### src/rtl/kvrsp_pkg.sv
// shared types, codes and character constants of the key/value record stream parser
package kvrsp_pkg;

  localparam int unsigned KEY_MAX_DEF = 32;

  localparam logic [7:0] CHAR_LF    = 8'h0A;
  localparam logic [7:0] CHAR_COLON = 8'h3A;
  localparam logic [7:0] CHAR_SPACE = 8'h20;
  localparam logic [7:0] CHAR_A     = 8'h61;
  localparam logic [7:0] CHAR_Z     = 8'h7A;

  // token kinds
  localparam logic [2:0] TOK_KEY     = 3'd0;
  localparam logic [2:0] TOK_COLON   = 3'd1;
  localparam logic [2:0] TOK_SPACE   = 3'd2;
  localparam logic [2:0] TOK_VALUE   = 3'd3;
  localparam logic [2:0] TOK_FIELD   = 3'd4;
  localparam logic [2:0] TOK_IGNORED = 3'd5;

  // fault codes
  localparam logic [2:0] ERR_NONE       = 3'd0;
  localparam logic [2:0] ERR_BAD_KEY    = 3'd1;
  localparam logic [2:0] ERR_KEY_LEN    = 3'd2;
  localparam logic [2:0] ERR_NO_SPACE   = 3'd3;
  localparam logic [2:0] ERR_EMPTY_VAL  = 3'd4;
  localparam logic [2:0] ERR_UNTERM     = 3'd5;

  typedef enum logic [4:0] {
    PH_START  = 5'b00001,
    PH_KEY    = 5'b00010,
    PH_SPACE  = 5'b00100,
    PH_VFIRST = 5'b01000,
    PH_VALUE  = 5'b10000
  } phase_e;

  typedef struct packed {
    phase_e     phase;
    logic       record_open;
    logic [2:0] failed_code;
  } parse_state_t;

  typedef struct packed {
    logic [2:0] token_kind;
    logic       record_done;
    logic       body_done;
    logic       body_ok;
    logic [2:0] error_code;
  } result_t;

endpackage

### src/rtl/kvrsp_parser.sv
// per-byte parse step: next line state and the result word for one input byte
module kvrsp_parser
  import kvrsp_pkg::*;
#(
  parameter int unsigned KEY_MAX = KEY_MAX_DEF,
  parameter int unsigned CW      = $clog2(KEY_MAX + 1)
) (
  input  logic [7:0]    data_byte_i,
  input  logic          last_byte_i,
  input  parse_state_t  state_i,
  input  logic [CW-1:0] key_count_i,
  output parse_state_t  state_o,
  output logic [CW-1:0] key_count_o,
  output result_t       result_o
);

  localparam logic [CW-1:0] KEY_LIMIT = CW'(KEY_MAX);

  logic          is_lower;
  logic [CW-1:0] count_inc;
  logic [2:0]    fault;
  logic [2:0]    tok;
  logic          rdone;
  logic          ok;
  parse_state_t  nxt;
  logic [CW-1:0] cnt_nxt;

  assign is_lower  = (data_byte_i >= CHAR_A) && (data_byte_i <= CHAR_Z);
  assign count_inc = key_count_i + CW'(1);

  always_comb begin
    nxt     = state_i;
    cnt_nxt = key_count_i;
    tok     = TOK_IGNORED;
    rdone   = 1'b0;
    ok      = 1'b0;
    fault   = ERR_NONE;

    if (state_i.failed_code == ERR_NONE) begin
      case (state_i.phase)
        PH_START: begin
          if (data_byte_i == CHAR_LF) begin
            // blank line closes an open record
            if (state_i.record_open) begin
              rdone           = 1'b1;
              nxt.record_open = 1'b0;
            end
          end else if (data_byte_i == CHAR_COLON) begin
            fault = ERR_KEY_LEN;
          end else if (is_lower) begin
            tok       = TOK_KEY;
            cnt_nxt   = CW'(1);
            nxt.phase = PH_KEY;
            if (CW'(1) >= KEY_LIMIT) fault = ERR_KEY_LEN;
          end else begin
            fault = ERR_BAD_KEY;
          end
        end
        PH_KEY: begin
          if (data_byte_i == CHAR_COLON) begin
            tok       = TOK_COLON;
            nxt.phase = PH_SPACE;
          end else if (is_lower) begin
            tok     = TOK_KEY;
            cnt_nxt = count_inc;
            if (count_inc >= KEY_LIMIT) fault = ERR_KEY_LEN;
          end else begin
            fault = ERR_BAD_KEY;
          end
        end
        PH_SPACE: begin
          if (data_byte_i == CHAR_SPACE) begin
            tok       = TOK_SPACE;
            nxt.phase = PH_VFIRST;
          end else begin
            fault = ERR_NO_SPACE;
          end
        end
        PH_VFIRST: begin
          if (data_byte_i == CHAR_LF) begin
            fault = ERR_EMPTY_VAL;
          end else begin
            tok       = TOK_VALUE;
            nxt.phase = PH_VALUE;
          end
        end
        default: begin
          if (data_byte_i == CHAR_LF) begin
            tok             = TOK_FIELD;
            nxt.record_open = 1'b1;
            nxt.phase       = PH_START;
            cnt_nxt         = '0;
          end else begin
            tok = TOK_VALUE;
          end
        end
      endcase

      // body ends in the middle of a line
      if (fault == ERR_NONE && last_byte_i && nxt.phase != PH_START) fault = ERR_UNTERM;

      if (fault != ERR_NONE) begin
        nxt.failed_code = fault;
        tok             = TOK_IGNORED;
        rdone           = 1'b0;
      end else if (last_byte_i) begin
        if (nxt.record_open) begin
          rdone           = 1'b1;
          nxt.record_open = 1'b0;
        end
        ok = 1'b1;
      end
    end

    result_o.token_kind  = tok;
    result_o.record_done = rdone;
    result_o.body_done   = last_byte_i;
    result_o.body_ok     = ok;
    result_o.error_code  = nxt.failed_code;

    // everything returns to reset after the last byte
    if (last_byte_i) begin
      nxt.phase       = PH_START;
      nxt.record_open = 1'b0;
      nxt.failed_code = ERR_NONE;
      cnt_nxt         = '0;
    end

    state_o     = nxt;
    key_count_o = cnt_nxt;
  end

endmodule

### src/rtl/key_value_record_stream_parser.sv
// top level of the key/value record stream parser with its output register and skid stage
//
// usage:
//   s_axis carries the record body, one byte per word in s_axis_tdata, with
//   s_axis_tlast high on the final byte of the body. every accepted word yields
//   exactly one result word on m_axis: the token kind in m_axis_tuser, record
//   done, body ok and the latched fault code in m_axis_tdata, and m_axis_tlast
//   on the result of the body's final byte.
//   each result is registered into the output register, or the skid register while m_axis stalls.
//   throughput: one byte per cycle while s_axis_tready is high; the line state
//   update is a single shallow step between the accepted byte and the result register.
//   stalls: while m_axis_tready is low one more byte is taken into a skid
//   register, then s_axis_tready drops until the receiver takes a word.
//   a fault is latched and shown on every later word of the body; the line
//   state clears itself after each final byte.
//   reset: rst_ni clears the line state and empties both output registers.
module key_value_record_stream_parser
  import kvrsp_pkg::*;
#(
  parameter int unsigned KEY_MAX = KEY_MAX_DEF
) (
  input  logic       clk_i,
  input  logic       rst_ni,
  input  logic       s_axis_tvalid,
  output logic       s_axis_tready,
  input  logic [7:0] s_axis_tdata,   // data_byte[7:0]
  input  logic       s_axis_tlast,   // last_byte
  output logic       m_axis_tvalid,
  input  logic       m_axis_tready,
  output logic [7:0] m_axis_tdata,   // record_done[0], body_ok[1], error_code[4:2], zero[7:5]
  output logic [2:0] m_axis_tuser,   // token_kind[2:0]
  output logic       m_axis_tlast    // body_done
);

  // key counter holds up to KEY_MAX itself
  localparam int unsigned CW = $clog2(KEY_MAX + 1);

  parse_state_t  state_q, state_d;
  logic [CW-1:0] key_count_q, key_count_d;
  result_t       result;

  // output register and skid register
  result_t out_q, skid_q;
  logic    out_valid_q, skid_valid_q;

  logic push, pop;

  kvrsp_parser #(
    .KEY_MAX (KEY_MAX),
    .CW      (CW)
  ) u_parser (
    .data_byte_i (s_axis_tdata),
    .last_byte_i (s_axis_tlast),
    .state_i     (state_q),
    .key_count_i (key_count_q),
    .state_o     (state_d),
    .key_count_o (key_count_d),
    .result_o    (result)
  );

  // ready only depends on the skid register being free
  assign s_axis_tready = !skid_valid_q;
  assign push          = s_axis_tvalid && s_axis_tready;
  assign pop           = out_valid_q && m_axis_tready;

  // line state advances once per accepted word
  always_ff @(posedge clk_i or negedge rst_ni) begin
    if (!rst_ni) begin
      state_q.phase       <= PH_START;
      state_q.record_open <= 1'b0;
      state_q.failed_code <= ERR_NONE;
      key_count_q         <= '0;
    end else if (push) begin
      state_q     <= state_d;
      key_count_q <= key_count_d;
    end
  end

  // valid flags of the two output stages
  always_ff @(posedge clk_i or negedge rst_ni) begin
    if (!rst_ni) begin
      out_valid_q  <= 1'b0;
      skid_valid_q <= 1'b0;
    end else if (skid_valid_q) begin
      if (pop) skid_valid_q <= 1'b0;
    end else if (push) begin
      if (out_valid_q && !pop) skid_valid_q <= 1'b1;
      else out_valid_q <= 1'b1;
    end else if (pop) begin
      out_valid_q <= 1'b0;
    end
  end

  // payload of the two output stages
  always_ff @(posedge clk_i) begin
    if (skid_valid_q) begin
      if (pop) out_q <= skid_q;
    end else if (push) begin
      if (out_valid_q && !pop) skid_q <= result;
      else out_q <= result;
    end
  end

  assign m_axis_tvalid = out_valid_q;
  assign m_axis_tuser  = out_q.token_kind;
  assign m_axis_tlast  = out_q.body_done;
  assign m_axis_tdata  = {3'b000, out_q.error_code, out_q.body_ok, out_q.record_done};

endmodule
### config.mk
export PLATFORM = sky130hd
export DESIGN_NAME = key_value_record_stream_parser
export DESIGN_NICKNAME = d
export VERILOG_FILES = /design/src/rtl/kvrsp_pkg.sv /design/src/rtl/kvrsp_parser.sv /design/src/rtl/key_value_record_stream_parser.sv
export SDC_FILE = /design/constraint.sdc
export NUM_CORES = 1
export LEC_CHECK = 0
export BUFFER_PORTS_ARGS = -buffer_cell sky130_fd_sc_hd__buf_4
export CORE_UTILIZATION = 52
export DETAILED_ROUTE_END_ITERATION = 8
export GPL_TIMING_DRIVEN = 0
export PLACE_DENSITY = 0.77
export SLEW_MARGIN = 30
export SYNTH_ARGS = -nofsm -noshare
export SYNTH_HDL_FRONTEND = slang
export SYNTH_SLANG_ARGS = --single-unit
### constraint.sdc
create_clock -name clk_i -period 2.2 [get_ports clk_i]
set_input_delay 0.22 -clock clk_i [delete_from_list [all_inputs] [get_ports clk_i]]
set_output_delay 0.22 -clock clk_i [all_outputs]
set_load 0.01 [all_outputs]
==> flow_summary.json <==
{
  "status": "finished, violations left",
  "violations": "setup timing",
  "antenna_left": 0,
  "worstHoldStart": "m_axis_tready",
  "utilization_pct": 73.2,
  "regArea_um2": 967,
  "grt.overflow.total": 0,
  "synth_top_area_cell": "edfxtp_1",
  "cp-end-kind": "flip-flop",
  "slew_viol_final": 0,
  "grt_pass1_vias": 1874,
  "period_share_pct": 103,
  "rr_worst_depth": 7,
  "grt_use_total_pct": 26.7,
  "setup_slack_ps": -72.2,
  "htreeDepth": 2,
  "cts_tree": "built",
  "area_delta_synth_final_pct": 31.5,
  "antenna_found_initial": 0,
  "drc_errors": 0,
  "synth_area_um2": 2280,
  "required_ps": 2260,
  "leakagePower_nw": 1.19,
  "die_y_um": 68.2,
  "viasPerCell": 6.25,
  "layout-drive-gt1-share_pct": 37.1,
  "power_mw": 2.73,
  "cts-root-buf": "clkbuf_8",
  "gp_congestion": 0.944,
  "hp-class": "in -> reg",
  "rsz0062_at_grt": "yes",
  "async_flop_share_pct": 48.6,
  "die_x_um": 68.2,
  "fillCellCount": 310,
  "grt_start_max_net_pins": 18,
  "r2r_setup_slack_ps": -70,
  "vias": 2233,
  "hold_viol": 0,
  "syn_inst": 249,
  "numCtsBuffers": 5,
  "start_util_pct": 55.7,
  "synth_area_per_cell_um2": 9.14,
  "yosysWarnings": 0,
  "arrival_ps": 2340,
  "maxSlewHeadroom_pct": 56.7,
  "cap_violations": 0,
  "drt_iter0_drc": 207,
  "synth_edf_count": 18,
  "min_to": "skid_valid_q$_DFF_PN0_",
  "drt-pass1-iter-count": 4,
  "die_area_um2": 4650,
  "fin_crit_ps": 2270,
  "clk_latency_ps": 300,
  "diodes": 0,
  "io_pins": 27,
  "power_density_nw_per_um2": 912,
  "rows": 23,
  "synthFlopType": "edfxtp_1",
  "worstSetupPathType": "reg -> reg",
  "rr_startpoint": "state_q[4]$_DFFE_PN1P_",
  "ys_seq_area_share_pct": 42.5,
  "tns_ps": -159,
  "synth-seq-cells": 35,
  "core_um2": 4090,
  "fin_skew_ps": 11.2,
  "fmax_mhz": 440,
  "post-dp-hpwl_um": 3870,
  "nNetsFinal": 320,
  "synth_cell_types": 65,
  "grt_pass1_wl_um": 8910,
  "setup-violations-final": 6,
  "netlist.area_leader.share_pct": 23.7,
  "io_buffers": 23,
  "cts.sinks": 35,
  "whs_path_depth": 2,
  "path_clk_slew_ps": 80,
  "worst_slew_pin_slew_ps": 649,
  "r2r-end": "m_axis_tdata[4]$_DFFE_PP_",
  "multiInputGateArea_um2": 1370,
  "path_max_fanout": 6,
  "wirelength_um": 6200,
  "irDropWorstVdd_uv": 499,
  "clockBufferDepth": 2,
  "synth_area_leaders": "edfxtp_1, dfrtp_1, nand2_1, a21oi_1, o21ai_0",
  "wl_per_cell_um": 17.4,
  "start_kind": "flip-flop"
}
-- registers in the layout, indices dropped and copies added (netlist names) --
signal / count
m_axis_tdata: 5
m_axis_tvalid: 1
skid_valid_q: 1
state_q: 9
skid_q: 9
m_axis_tlast: 1
key_count_q: 6
m_axis_tuser: 3
-- how the worst max path moves through the flow --
stage	startpoint	to	slack (ps)
6_report	state_q[4]$_DFFE_PN1P_	m_axis_tdata[4]$_DFFE_PP_	-70
5_1_grt	state_q[7]$_DFFE_PN0P_	m_axis_tdata[4]$_DFFE_PP_	-110
4_1_cts	state_q[4]$_DFFE_PN1P_	m_axis_tdata[4]$_DFFE_PP_	-4
3_5_place_dp	skid_valid_q$_DFF_PN0_	m_axis_tuser[0]$_DFFE_PP_	-360
3_3_place_gp	skid_valid_q$_DFF_PN0_	m_axis_tuser[2]$_DFFE_PP_	-300
2_1_floorplan	state_q[7]$_DFFE_PN0P_	m_axis_tdata[4]$_DFFE_PP_	30
-- logic make-up after synthesis --
family,Yosys count,synth area share (%)
AND/OR/NAND/NOR,107,25.4
AO/OA/AOI/OAI,79,24.3
flip-flops,35,42.5
buffers and inverters,21,5.00
XOR/XNOR,3,1.15
multiplexers,2,0.935
adder cells (fa/ha/maj),1,0.550
other,1,0.165
-- repair_timing --
action	4_1_cts	5_1_grt
hold buffers	1	0
setup endpoints to repair	40	40
gates resized for setup	28	23
setup buffers	4	20
hold endpoints to repair	16	0
cloned	0	1
pin swaps	5	13
-- layout make-up --
type	instances	share of cell area, %
multi-input cells	195	45.7
flip-flops and latches	35	32.3
repair buffers	49	12.8
plain buffers	15	3.60
clock buffers	6	2.42
well taps	50	2.09
inverters	5	0.627
clock inverters	2	0.418
-- cells in the mapped netlist, types with 2 or more instances --
cell      instances
o21ai_1           2
nor2b_1           4
o21ai_0          18
a22o_1            4
nor4_1            4
nand3_1           8
nor3_1            8
nor3b_2           2
clkbuf_1          6
or3_1             6
a31o_2            2
and2_1            3
inv_1             3
o211ai_2          3
nor2_1           16
a21o_1            2
nand3_2           2
a21oi_1          21
o31ai_1           3
o211ai_1          3
or3_4             2
nand2_1          36
buf_2             4
xnor2_1           2
edfxtp_1         18
buf_4             4
or2_2             2
buf_6             2
and3_1            2
a31oi_1           5
dfrtp_1          16
nand3b_1          3
-- metal layers --
layer  GRT usage (%)  routed length, um
met1            34.8               2740
met2            41.9               3030
met3            5.83                334
met4            12.5                 93
met5               0                  0
-- cells in the final DEF (no fill, tap or decap), types with 3 or more instances in the layout --
cell type and n:
nor4_1 3, nor2b_1 3, buf_6 9, nand2_1 32, or3_4 3, or3_1 5
a22o_1 4, a21oi_1 17, a31oi_1 5, nor3_1 6, buf_4 46, nor2_1 14
clkbuf_1 6, o211ai_1 3, o211ai_2 3, conb_1 3, o21ai_0 16, nor3b_2 3
inv_1 3, nand2_2 4, edfxtp_1 18, o21ai_1 3, nand3_1 8, clkbuf_8 5
nand3b_1 3, dfrtp_1 16
-- critical path: stages (launching register included) --
cell and delay [ps]:
dfstp_2 650, buf_6 150, nand3b_1 170, a31oi_4 220
o211ai_1 150, a31o_4 290, or2_4 250, a21o_1 160
-- stage by stage --
| step | worst slack (ps) | hold WS [ps] | area, um^2 | instances |
|---|---|---|---|---|
| finish | -72.2 | 93.5 | 2990 | 357 |
| global route | -107 | 82.5 | 2990 | 357 |
| CTS | -3.58 | 89.8 | 2760 | 336 |
| detailed placement | -365 | 99.3 | 2520 | 324 |
| global placement | -296 | 98.7 | 2520 | 324 |
| floorplan | 35.0 | -75.6 | 2280 | 251 |
-- report_power, final --
group          switching [mW]  internal [mW]  leakage (nW)
Sequential             0.0894          0.871         0.384
Combinational           0.746          0.554         0.767
Clock                   0.248          0.221        0.0412
Power figures use the tool's default switching activity.
